**src/sv/rrts_pkg.sv**
```systemverilog
// Shared constants and types for the round-robin task scheduler.
// Used by round_robin_task_scheduler; no dependencies.
package rrts_pkg;

    localparam int TASK_SLOTS_DEF = 8;

    // Command codes
    localparam logic [1:0] CMD_ADD   = 2'd0;
    localparam logic [1:0] CMD_TICK  = 2'd1;
    localparam logic [1:0] CMD_YIELD = 2'd2;
    localparam logic [1:0] CMD_DELAY = 2'd3;

    // Slot state codes
    localparam logic [1:0] ST_UNUSED  = 2'd0;
    localparam logic [1:0] ST_RUNNING = 2'd1;
    localparam logic [1:0] ST_READY   = 2'd2;
    localparam logic [1:0] ST_WAITING = 2'd3;

    // One slot table entry as held in the RAM
    typedef struct packed {
        logic [1:0]  state;
        logic [31:0] count;
    } entry_t;

endpackage

```
**src/sv/round_robin_task_scheduler.sv**
```systemverilog
// Round-robin task scheduler: slot table in one RAM, swept one slot a cycle.
// One command in flight at a time; the next is accepted the cycle after the word
// is loaded into the output register, where a finished word waits.
// Reset (async, rst_n low): all slots unused, idle task current; per-entry valid
// flops stand in for clearing the RAM, so no clearing pass is needed.
// Depends on rrts_pkg and rrts_ram.
module round_robin_task_scheduler #(
    parameter int TASK_SLOTS = rrts_pkg::TASK_SLOTS_DEF
) (
    input  logic        clk,
    input  logic        rst_n,
    input  logic        cmd_valid,
    output logic        cmd_ready,
    input  logic [1:0]  command,
    input  logic [31:0] delay_ticks,
    output logic        res_valid,
    input  logic        res_ready,
    output logic [3:0]  next_task,
    output logic        idle_selected,
    output logic [2:0]  added_slot,
    output logic        table_full
);

    localparam int SLOT_W  = $clog2(TASK_SLOTS);
    localparam int TASK_W  = $clog2(TASK_SLOTS + 1);
    localparam int ENTRY_W = $bits(rrts_pkg::entry_t);

    localparam logic [3:0] S_IDLE   = 4'd0;
    localparam logic [3:0] S_ADD    = 4'd1;
    localparam logic [3:0] S_TICK   = 4'd2;
    localparam logic [3:0] S_DELAY  = 4'd3;
    localparam logic [3:0] S_PREP   = 4'd4;
    localparam logic [3:0] S_PCHK   = 4'd5;
    localparam logic [3:0] S_SEARCH = 4'd6;
    localparam logic [3:0] S_OUT    = 4'd7;

    localparam logic [TASK_W-1:0] IDLE_ID   = TASK_W'(TASK_SLOTS);
    localparam logic [SLOT_W-1:0] LAST_SLOT = SLOT_W'(TASK_SLOTS - 1);

    logic [3:0]         state_reg, state_next;
    logic [TASK_W-1:0]  cnt_reg, cnt_next;
    logic [SLOT_W-1:0]  idx_reg, idx_next;
    logic [31:0]        ticks_reg, ticks_next;
    logic [TASK_W-1:0]  cur_reg, cur_next;
    logic [SLOT_W-1:0]  added_reg, added_next;
    logic               full_reg, full_next;
    logic               res_valid_reg, res_valid_next;
    logic [3:0]         next_task_reg, next_task_next;
    logic               idle_sel_reg, idle_sel_next;
    logic [2:0]         added_slot_reg, added_slot_next;
    logic               table_full_reg, table_full_next;
    logic [TASK_SLOTS-1:0] valid_reg, valid_next;
    logic               rd_vld_reg;
    logic [SLOT_W-1:0]  rd_addr_reg;

    logic               wr_en;
    logic [SLOT_W-1:0]  wr_addr;
    rrts_pkg::entry_t   wr_ent;
    logic [SLOT_W-1:0]  rd_addr;
    logic [ENTRY_W-1:0] rd_data;
    rrts_pkg::entry_t   rd_ent;
    logic [31:0]        dec_count;
    logic               cur_is_slot;
    logic [SLOT_W-1:0]  cur_slot;
    logic               have_data;
    logic               last_cnt;
    logic [31:0]        cur_ext;
    logic [31:0]        added_ext;

    rrts_ram #(
        .WIDTH (ENTRY_W),
        .DEPTH (TASK_SLOTS)
    ) u_table (
        .clk   (clk),
        .we    (wr_en),
        .waddr (wr_addr),
        .wdata (wr_ent),
        .raddr (rd_addr),
        .rdata (rd_data)
    );

    // Entries never written read as unused with a zero count
    assign rd_ent      = rd_vld_reg ? rrts_pkg::entry_t'(rd_data) : '0;
    assign dec_count   = rd_ent.count - 32'd1;
    assign cur_is_slot = (cur_reg < IDLE_ID);
    assign cur_slot    = cur_reg[SLOT_W-1:0];
    assign have_data   = (cnt_reg != '0);
    assign last_cnt    = (cnt_reg == TASK_W'(TASK_SLOTS));
    assign cur_ext     = 32'(cur_reg);
    assign added_ext   = 32'(added_reg);

    assign cmd_ready     = (state_reg == S_IDLE);
    assign res_valid     = res_valid_reg;
    assign next_task     = next_task_reg;
    assign idle_selected = idle_sel_reg;
    assign added_slot    = added_slot_reg;
    assign table_full    = table_full_reg;

    always_comb
    begin
        state_next      = state_reg;
        cnt_next        = cnt_reg;
        idx_next        = idx_reg;
        ticks_next      = ticks_reg;
        cur_next        = cur_reg;
        added_next      = added_reg;
        full_next       = full_reg;
        res_valid_next  = res_valid_reg;
        next_task_next  = next_task_reg;
        idle_sel_next   = idle_sel_reg;
        added_slot_next = added_slot_reg;
        table_full_next = table_full_reg;
        valid_next      = valid_reg;
        wr_en           = 1'b0;
        wr_addr         = rd_addr_reg;
        wr_ent          = rd_ent;
        rd_addr         = idx_reg;

        if (res_valid_reg && res_ready)
        begin
            res_valid_next = 1'b0;
        end

        unique case (state_reg)
            S_IDLE:
            begin
                if (cmd_valid)
                begin
                    ticks_next = delay_ticks;
                    added_next = '0;
                    full_next  = 1'b0;
                    cnt_next   = '0;
                    idx_next   = '0;
                    unique case (command)
                        rrts_pkg::CMD_ADD:   state_next = S_ADD;
                        rrts_pkg::CMD_TICK:  state_next = S_TICK;
                        rrts_pkg::CMD_YIELD: state_next = S_PREP;
                        rrts_pkg::CMD_DELAY: state_next = S_DELAY;
                        default:             state_next = S_PREP;
                    endcase
                end
            end

            S_ADD:
            begin
                if (!last_cnt)
                begin
                    idx_next = (idx_reg == LAST_SLOT) ? '0 : idx_reg + 1'b1;
                    cnt_next = cnt_reg + 1'b1;
                end
                if (have_data && rd_ent.state == rrts_pkg::ST_UNUSED)
                begin
                    wr_en        = 1'b1;
                    wr_ent.state = rrts_pkg::ST_READY;
                    wr_ent.count = '0;
                    added_next   = rd_addr_reg;
                    state_next   = S_OUT;
                end
                else if (last_cnt)
                begin
                    full_next  = 1'b1;
                    state_next = S_OUT;
                end
            end

            S_TICK:
            begin
                if (!last_cnt)
                begin
                    idx_next = (idx_reg == LAST_SLOT) ? '0 : idx_reg + 1'b1;
                    cnt_next = cnt_reg + 1'b1;
                end
                // Count down waiting slots; wake on zero
                if (have_data && rd_ent.state == rrts_pkg::ST_WAITING)
                begin
                    wr_en        = 1'b1;
                    wr_ent.count = dec_count;
                    wr_ent.state = (dec_count == '0) ? rrts_pkg::ST_READY
                                                     : rrts_pkg::ST_WAITING;
                end
                if (last_cnt)
                begin
                    state_next = S_PREP;
                end
            end

            S_DELAY:
            begin
                if (cur_is_slot)
                begin
                    wr_en        = 1'b1;
                    wr_addr      = cur_slot;
                    wr_ent.count = ticks_reg;
                    wr_ent.state = (ticks_reg == '0) ? rrts_pkg::ST_READY
                                                     : rrts_pkg::ST_WAITING;
                end
                state_next = S_PREP;
            end

            S_PREP:
            begin
                rd_addr    = cur_slot;
                state_next = S_PCHK;
            end

            S_PCHK:
            begin
                // Demote a running current task, then search from the slot after it
                if (cur_is_slot && rd_ent.state == rrts_pkg::ST_RUNNING)
                begin
                    wr_en        = 1'b1;
                    wr_ent.state = rrts_pkg::ST_READY;
                end
                if (cur_is_slot && cur_slot != LAST_SLOT)
                begin
                    idx_next = cur_slot + 1'b1;
                end
                else
                begin
                    idx_next = '0;
                end
                cnt_next   = '0;
                state_next = S_SEARCH;
            end

            S_SEARCH:
            begin
                if (!last_cnt)
                begin
                    idx_next = (idx_reg == LAST_SLOT) ? '0 : idx_reg + 1'b1;
                    cnt_next = cnt_reg + 1'b1;
                end
                if (have_data && rd_ent.state == rrts_pkg::ST_READY)
                begin
                    wr_en        = 1'b1;
                    wr_ent.state = rrts_pkg::ST_RUNNING;
                    cur_next     = TASK_W'(rd_addr_reg);
                    state_next   = S_OUT;
                end
                else if (last_cnt)
                begin
                    cur_next   = IDLE_ID;
                    state_next = S_OUT;
                end
            end

            S_OUT:
            begin
                // Hold until the output register is free
                if (!res_valid_reg || res_ready)
                begin
                    res_valid_next  = 1'b1;
                    next_task_next  = cur_ext[3:0];
                    idle_sel_next   = !cur_is_slot;
                    added_slot_next = added_ext[2:0];
                    table_full_next = full_reg;
                    state_next      = S_IDLE;
                end
            end

            default:
            begin
                state_next = S_IDLE;
            end
        endcase

        if (wr_en)
        begin
            valid_next[wr_addr] = 1'b1;
        end
    end

    always_ff @(posedge clk or negedge rst_n)
    begin
        if (!rst_n)
        begin
            state_reg     <= S_IDLE;
            cur_reg       <= IDLE_ID;
            valid_reg     <= '0;
            rd_vld_reg    <= 1'b0;
            res_valid_reg <= 1'b0;
        end
        else
        begin
            state_reg     <= state_next;
            cur_reg       <= cur_next;
            valid_reg     <= valid_next;
            rd_vld_reg    <= valid_reg[rd_addr];
            res_valid_reg <= res_valid_next;
        end
    end

    always_ff @(posedge clk)
    begin
        cnt_reg        <= cnt_next;
        idx_reg        <= idx_next;
        ticks_reg      <= ticks_next;
        added_reg      <= added_next;
        full_reg       <= full_next;
        next_task_reg  <= next_task_next;
        idle_sel_reg   <= idle_sel_next;
        added_slot_reg <= added_slot_next;
        table_full_reg <= table_full_next;
        rd_addr_reg    <= rd_addr;
    end

endmodule

```
**src/sv/rrts_ram.sv**
```systemverilog
// Generic single-write, single-read RAM with a registered read port.
// No dependencies.
module rrts_ram #(
    parameter int WIDTH = 34,
    parameter int DEPTH = 8
) (
    input  logic                     clk,
    input  logic                     we,
    input  logic [$clog2(DEPTH)-1:0] waddr,
    input  logic [WIDTH-1:0]         wdata,
    input  logic [$clog2(DEPTH)-1:0] raddr,
    output logic [WIDTH-1:0]         rdata
);

    logic [WIDTH-1:0] mem [DEPTH];

    always_ff @(posedge clk)
    begin
        if (we)
        begin
            mem[waddr] <= wdata;
        end
        rdata <= mem[raddr];
    end

endmodule

```
**config.mk**
```make
export PLATFORM = sky130hd
export DESIGN_NAME = round_robin_task_scheduler
export DESIGN_NICKNAME = d
export VERILOG_FILES = /design/src/sv/rrts_pkg.sv /design/src/sv/round_robin_task_scheduler.sv /design/src/sv/rrts_ram.sv
export SDC_FILE = /design/constraint.sdc
export NUM_CORES = 1
export LEC_CHECK = 0
export BUFFER_PORTS_ARGS = -buffer_cell sky130_fd_sc_hd__clkbuf_2
export CAP_MARGIN = 20
export CORE_AREA = 2 2 131 261
export DETAILED_ROUTE_END_ITERATION = 10
export DIE_AREA = 0 0 133 263
export PLACE_DENSITY_LB_ADDON = 0.12
export SYNTH_ARGS = -nofsm -noshare
export SYNTH_HDL_FRONTEND = slang
export SYNTH_HIERARCHICAL = 1
export SYNTH_SLANG_ARGS = --single-unit
```
**constraint.sdc**
```tcl
create_clock -name clk -period 4.8 [get_ports clk]
set_input_delay 0.72 -clock clk [delete_from_list [all_inputs] [get_ports clk]]
set_output_delay 0.72 -clock clk [all_outputs]
set_load 0.005 [all_outputs]
```
==> results of run 1 <==
[metrics by stage]
step	utilization, %	power (mW)
after global placement	51.1	5.13
after floorplan	-	4.78
after detailed placement	51.1	5.15
after CTS	54.4	7.81
final	54.4	7.75
after global routing	54.4	8.04
[final cells by class]
class,count,area (um2),area share (%)
well taps,432,541,3.03
clock inverters,20,173,0.966
repair buffers,69,435,2.44
inverters,27,104,0.581
flip-flops and latches,378,10900,61.0
multi-input cells,523,4800,26.9
clock buffers,41,918,5.14
[cell families (layout without fill, tap and decap cells)]
logic type                 count (synthesis)  after routing  synth area share (%)
muxes                                    115            115                  13.6
buffers and inverters                     79            157                  2.38
and+or+nand+nor                          229            229                  7.80
adders and majority gates                 11             11                 0.860
xor gates and xnor gates                   5              5                 0.274
AOI/OAI and AO/OA                        162            162                  7.04
DFF                                      378            378                  68.1
other                                      1              1                0.0234
[worst min path at each step]
stage                     slack (ps)  cells past startpoint                  endpoint                        from
final                            160                      1  valid_reg[7]$_DFFE_PN0P_                       rst_n
after detailed placement         410                      0   added_slot[1]$_DFFE_PP_  added_reg[1]$_SDFFCE_PN0P_
after global routing             180                      1  state_reg[1]$_DFFE_PN0P_                       rst_n
after global placement           400                      0      table_full$_DFFE_PP_          full_reg$_DFFE_PP_
after CTS                        160                      1  state_reg[3]$_DFFE_PN0P_                       rst_n
after floorplan                  400                      0   added_slot[0]$_DFFE_PP_  added_reg[0]$_SDFFCE_PN0P_
[power by group]
part           total [mW]  switching (mW)  internal [mW]
registers            4.01           0.190           3.82
clock network        2.67            1.18           1.49
logic                1.07           0.649          0.417
total                7.75            2.02           5.73
[cell usage in the layout (no fill, tap or decap), types with 10 or more instances in the layout]
cell type  Yosys  routed
mux4_1        12      12
buf_4          1      17
dfrtp_1       17      17
a22oi_1       15      15
clkbuf_16      0      35
edfxtp_1     323     323
a21oi_1       30      29
nand4_1       12      12
mux2_4        20      21
nor4_1        18      18
nand2_1       50      50
o21ai_0       36      36
a21o_1        10      10
mux4_2        56      56
nand2b_1      11      11
nor3_1        22      19
ha_1          11      11
mux2_2        19      18
nor2_1        44      38
nand3_1       14      14
inv_1         26      24
clkbuf_2       1      48
dfxtp_1       37      37
a221o_1       14      14
[per-layer routing]
metal	part of all wire, %	global-route usage (%)	wire [um]	vias up
li1	-	-	-	4037
met1	36	24.2	13600	4608
met2	56	41.8	21300	281
met3	3.6	2.46	1380	103
met4	5.3	11.7	2040	0
met5	0	0	0	-
==> run metrics, run 1 <==
die footprint=35000 um2; most frequent cell after synthesis=edfxtp_1; Finished Layout Cells=1490; clk_lat worst skew=530 ps; Power Dens Cells=434 nW/um2; Rows=94; R2R depth=7; setup slack after layout=1240 ps; Worst Tran Pin Value=1070 ps; cell taking the most area after synthesis=edfxtp_1; final hold violation count=0; Pleak=6.10 nW; vias post-DR=9029; crit-path cells=nand2b_1 -> nor3_1 -> mux2i_1 -> inv_4 -> buf_4 -> mux4_1 -> mux2_4; Placeable Area=32800 um2; synthesis-to-layout area growth=11.6%; Worst Setup EP=u_table/rdata[20]$_DFF_P_; largest net degree at the start of global routing=72; post-CTS setup repair buffer count=0; final setup vio count=0; drt wl/cell=25.7 um; nets@finish=1082; Peak VDD IR=0.322 mV; Die Ht=263 um; clk sinks=378; Slew headroom=28.9%; Crit path depth=7; clock-pin slew on the worst setup and hold paths=70 ps; Fillers=2627; grt ovf=0; dpl hpwl=24900 um; pre-CTS setup slack=1200 ps; clock tree root driver cell=clkbuf_16; Final ANT Viol Nets=0; status=finished, final reports clean; Hold Path Class=primary input to asynchronous set/reset pin; Die Wd=133 um; synthesized flop and latch total=378; crit share post-route=74.1%; Post-CTS Hold Fix Bufs=0; Max-Cap Viols=0; RSZ-0062 raised after global routing=no; post_cts resized=0; async set-reset flop share out of synthesis=4.76%; Final min period=3560 ps; Hold Slack=164 ps; antenna violations before repair=0; Reg2Reg Setup Slack=1240 ps; Fmax achieved=0.281 GHz; Post-synth EDFFs=323; CP max FO=24; worst setup path class=flop to flop; Clock Path Buffers=3; worst path buffer plus inverter count=2; post-synthesis sequential area ratio=68.1%; vias in the first global route=9429; number of port buffers=48; # H-tree levels=2; Synth top area share=60.6%; Post-Route WL=38300 um; critical path endpoint category=flop; GP Congestion=0.921; drt drc=0; ANT cells=0; CP top delay family=multiplexers; Syn Inst Count=980; CP Data Arrival Time=3960 ps; first-pass GRT wire length=57100 um; initial core utilization=48.8%; Top FF cell, synth=edfxtp_1; Worst EP required=5200 ps; cell area after synthesis=16000 um2; CTS tree=yes; Syn Area/Cell=16.3 um2; Worst path slowest cell=mux2i_1; DP Area=16800 um2; Pre-Repair DR Iteration Count=6; setup_tns=0 ps; CP Launch Type=flop; Vias/cell=6.06; CP startpoint=state_reg[2]$_DFFE_PN0P_; post-route design area=17900 um2; GR Util All Layers=22.2%; TritonCTS Buffers=34; crit-path max cell delay=700 ps; Post-Syn Nets=1029; Synth area leaders=edfxtp_1 (61%), mux4_2 (7.9%), dfxtp_1 (4.6%); R2R Path Start=state_reg[2]$_DFFE_PN0P_; drt initial violations=766; worst clock skew=14.7 ps; placed cells=1428; I/O pin count=49; Distinct cells, synth=75; layout cells sized above 1=23.5%; Max Slew Vio Count=0; YS warnings=6; R2R Path End=u_table/rdata[20]$_DFF_P_; commonest cells in the netlist=edfxtp_1 (323), mux4_2 (56), nand2_1 (50); max FFs per register=272
No activity file was read; power rests on OpenSTA's default activity.
==> run 2: changes to the inputs <==
--- a/config.mk
+++ b/config.mk
@@ -5,11 +5,12 @@
 export SDC_FILE = /design/constraint.sdc
 export NUM_CORES = 1
 export LEC_CHECK = 0
+export ABC_AREA = 1
 export BUFFER_PORTS_ARGS = -buffer_cell sky130_fd_sc_hd__clkbuf_2
 export CAP_MARGIN = 20
-export CORE_AREA = 2 2 131 261
+export CORE_AREA = 2 2 138 274
 export DETAILED_ROUTE_END_ITERATION = 10
-export DIE_AREA = 0 0 133 263
+export DIE_AREA = 0 0 140 276
 export PLACE_DENSITY_LB_ADDON = 0.12
 export SYNTH_ARGS = -nofsm -noshare
 export SYNTH_HDL_FRONTEND = slang
==> constraint.sdc (replaced) <==
create_clock -name clk -period 3 [get_ports clk]
set_input_delay 0.45 -clock clk [delete_from_list [all_inputs] [get_ports clk]]
set_output_delay 0.45 -clock clk [all_outputs]
set_load 0.005 [all_outputs]
==> run 2 against run 1 <==
- sequential share of layout area decreased by 7.0 points
- register-to-register slack lost 1100 ps
- largest cell class unchanged
- worst setup slack worse by 1100 ps
- cell area increased by 13%
- final cell count increased by 66%
- critical endpoint is now u_table/mem[6][32]$_DFFE_PP_
- worst hold slack got worse by 71 ps
==> run metrics, run 2 <==
commonest cells in the netlist=nand2_1 (652), inv_1 (362), edfxtp_1 (323); # H-tree levels=2; most frequent cells in the layout=nand2_1 (648), inv_1 (360), edfxtp_1 (323), nand3_1 (171), nor2_1 (67); Post-Syn Nets=1946; Placeable Area=36500 um2; status=finished, final reports clean; Seq pwr share=36.0%; RSZ-0062 raised after global routing=no; worst setup path class=flop to flop; first-pass GRT wire length=73100 um; Clock Path Buffers=3; antenna violations before repair=0; CP Data Arrival Time=3060 ps; vias post-DR=12800; post-route design area=20200 um2; crit share post-route=94.2%; number of port buffers=48; drt initial violations=782; critical path endpoint category=flop; cell taking the most area after synthesis=edfxtp_1; clock-pin slew on the worst setup and hold paths=70 ps; Max Slew Vio Count=0; Power Dens Cells=1040 nW/um2; Fillers=3300; nets@finish=2047; WHS Path Cells=1; die footprint=38600 um2; I/O pin count=49; Peak VDD IR=0.736 mV; Die Ht=276 um; Finished Layout Cells=2477; synthesized flop and latch total=378; commonest non-fill, non-tap cell in the layout=nand2_1; Fmax achieved=0.354 GHz; async set-reset flop share out of synthesis=4.76%; final hold violation count=0; largest net degree at the start of global routing=53; setup_tns=0 ps; vias in the first global route=12900; clock share of power=21.0%; most frequent cell after synthesis=nand2_1; synthesis-to-layout area growth=14.7%; Distinct cells, synth=49; Slew headroom=46.2%; drt drc=0; Synth area leaders=edfxtp_1 (55%), nand2_1 (14%), inv_1 (7.7%); Worst EP required=3240 ps; grt ovf=0; drt wl/cell=19.4 um; max FFs per register=272; ANT cells=0; Final ANT Viol Nets=0; initial core utilization=48.2%; crit-path max cell delay=490 ps; Comb power frac=42.9%; Hold Path Class=primary input to flop; GP Congestion=0.981; GR Util All Layers=24.9%; Vias/cell=5.15; R2R depth=15; clk sinks=378; worst clock skew=20.8 ps; Die Wd=140 um; Worst path slowest cell=dfrtp_2; Pre-Repair DR Iteration Count=5; Syn Inst Count=1897; clock tree root driver cell=clkbuf_16; Synth top area share=55.1%; Pleak=9.22 nW; Final Util=55.3%; Post-Route WL=47900 um; TritonCTS Buffers=35; YS warnings=6; Top cell by count, worst path=nand2_1; CP max FO=17; CTS tree=yes; Syn Area/Cell=9.29 um2; sw frac=40.8%; post-CTS setup repair buffer count=0; crit-path cells=buf_12 -> nand2_2 -> nand2_1 -> nor2_1 -> nand2_1 -> nor2_4 -> nand2_1 -> nand2_1 -> nand2_1 -> nor2_2 -> nand3_1 -> nor2_1 -> nand2_1 -> nand2_1 -> nand3_2; Final min period=2830 ps; CP Launch Type=flop; clk_lat worst skew=530 ps; Max-Cap Viols=0; cell internal pwr=12.5 mW; sw power=8.58 mW; Rows=99; cell area after synthesis=17600 um2; Worst Tran Pin Value=803 ps; Post-synth EDFFs=323; final setup vio count=0; DP Area=19000 um2; placed cells=2414; layout cells sized above 1=12.7%; dpl hpwl=32000 um; Hold Slack=92.1 ps; Top FF cell, synth=edfxtp_1; post-synthesis sequential area ratio=61.8%
run 2: cell families (layout without fill, tap and decap cells):
family / count (synthesis) / after routing / synth area share [%]
buf+inv: 432 / 558 / 9.84
flops: 378 / 378 / 61.8
xor+xnor: 4 / 4 / 0.199
simple gates: 977 / 977 / 23.7
other cells: 1 / 1 / 0.0213
compound gates: 94 / 94 / 3.64
fa+ha+maj: 11 / 11 / 0.781
run 2: metal layers:
layer	track usage, %	part of all wire (%)	up-vias
met3	2.41	3.5	109
met5	0	0	-
met1	28.1	38	6067
met2	47.1	54	366
met4	11.3	4.5	0
li1	-	-	6224
run 2: worst paths after layout:
kind / endpoint / slack, ps / from
min in group asynchronous: res_valid$_DFF_PN0_ / 430 / rst_n
setup reg to reg: u_table/mem[6][32]$_DFFE_PP_ / 170 / rd_vld_reg$_DFF_PN0_
setup / recovery: u_table/mem[6][32]$_DFFE_PP_ / 170 / rd_vld_reg$_DFF_PN0_
max in group asynchronous: rd_vld_reg$_DFF_PN0_ / 2150 / rst_n
hold / removal: ticks_reg[26]$_DFFE_PP_ / 90 / delay_ticks[26]
hold reg to reg: table_full$_DFFE_PP_ / 450 / full_reg$_DFFE_PP_
run 2: layout make-up:
type | instances | area, um2 | share of cell area (%)
clock inverters | 14 | 138 | 0.681
clock buffers | 48 | 997 | 4.94
inverters | 368 | 1390 | 6.86
flip-flops and latches | 378 | 10900 | 53.9
repair buffers | 128 | 1120 | 5.54
well taps | 454 | 568 | 2.81
multi-input cells | 1087 | 5100 | 25.3
run 2: per-stage QoR:
step                worst slack (ps)  power [mW]
finish                           175        21.1
global route                    1.80        22.3
CTS                             56.0        21.1
detailed placement             -79.0        16.7
global placement               -42.8        16.6
floorplan                       -425        13.3
run 2: repair_timing:
action | in CTS | in global routing
endpoints found under the hold margin | 17 | 0
setup endpoints to repair | 8 | 8
hold buffers | 1 | 0
gates resized for setup | 2 | 8
run 2: power by group through the flow:
stage | Clock [mW] | Sequential, mW | Combinational [mW]
2_1_floorplan | 0 | 7.53 | 5.74
3_3_place_gp | 0 | 7.68 | 8.91
3_5_place_dp | 0 | 7.67 | 8.98
4_1_cts | 4.50 | 7.58 | 9.06
5_1_grt | 4.67 | 7.65 | 10.0
6_report | 4.43 | 7.59 | 9.04
run 2: worst max-delay path: cells and delay by family, from the launching register on:
kind	cells	cell delay [ps]
buf+inv	1	190
flops	1	490
simple gates	14	1860
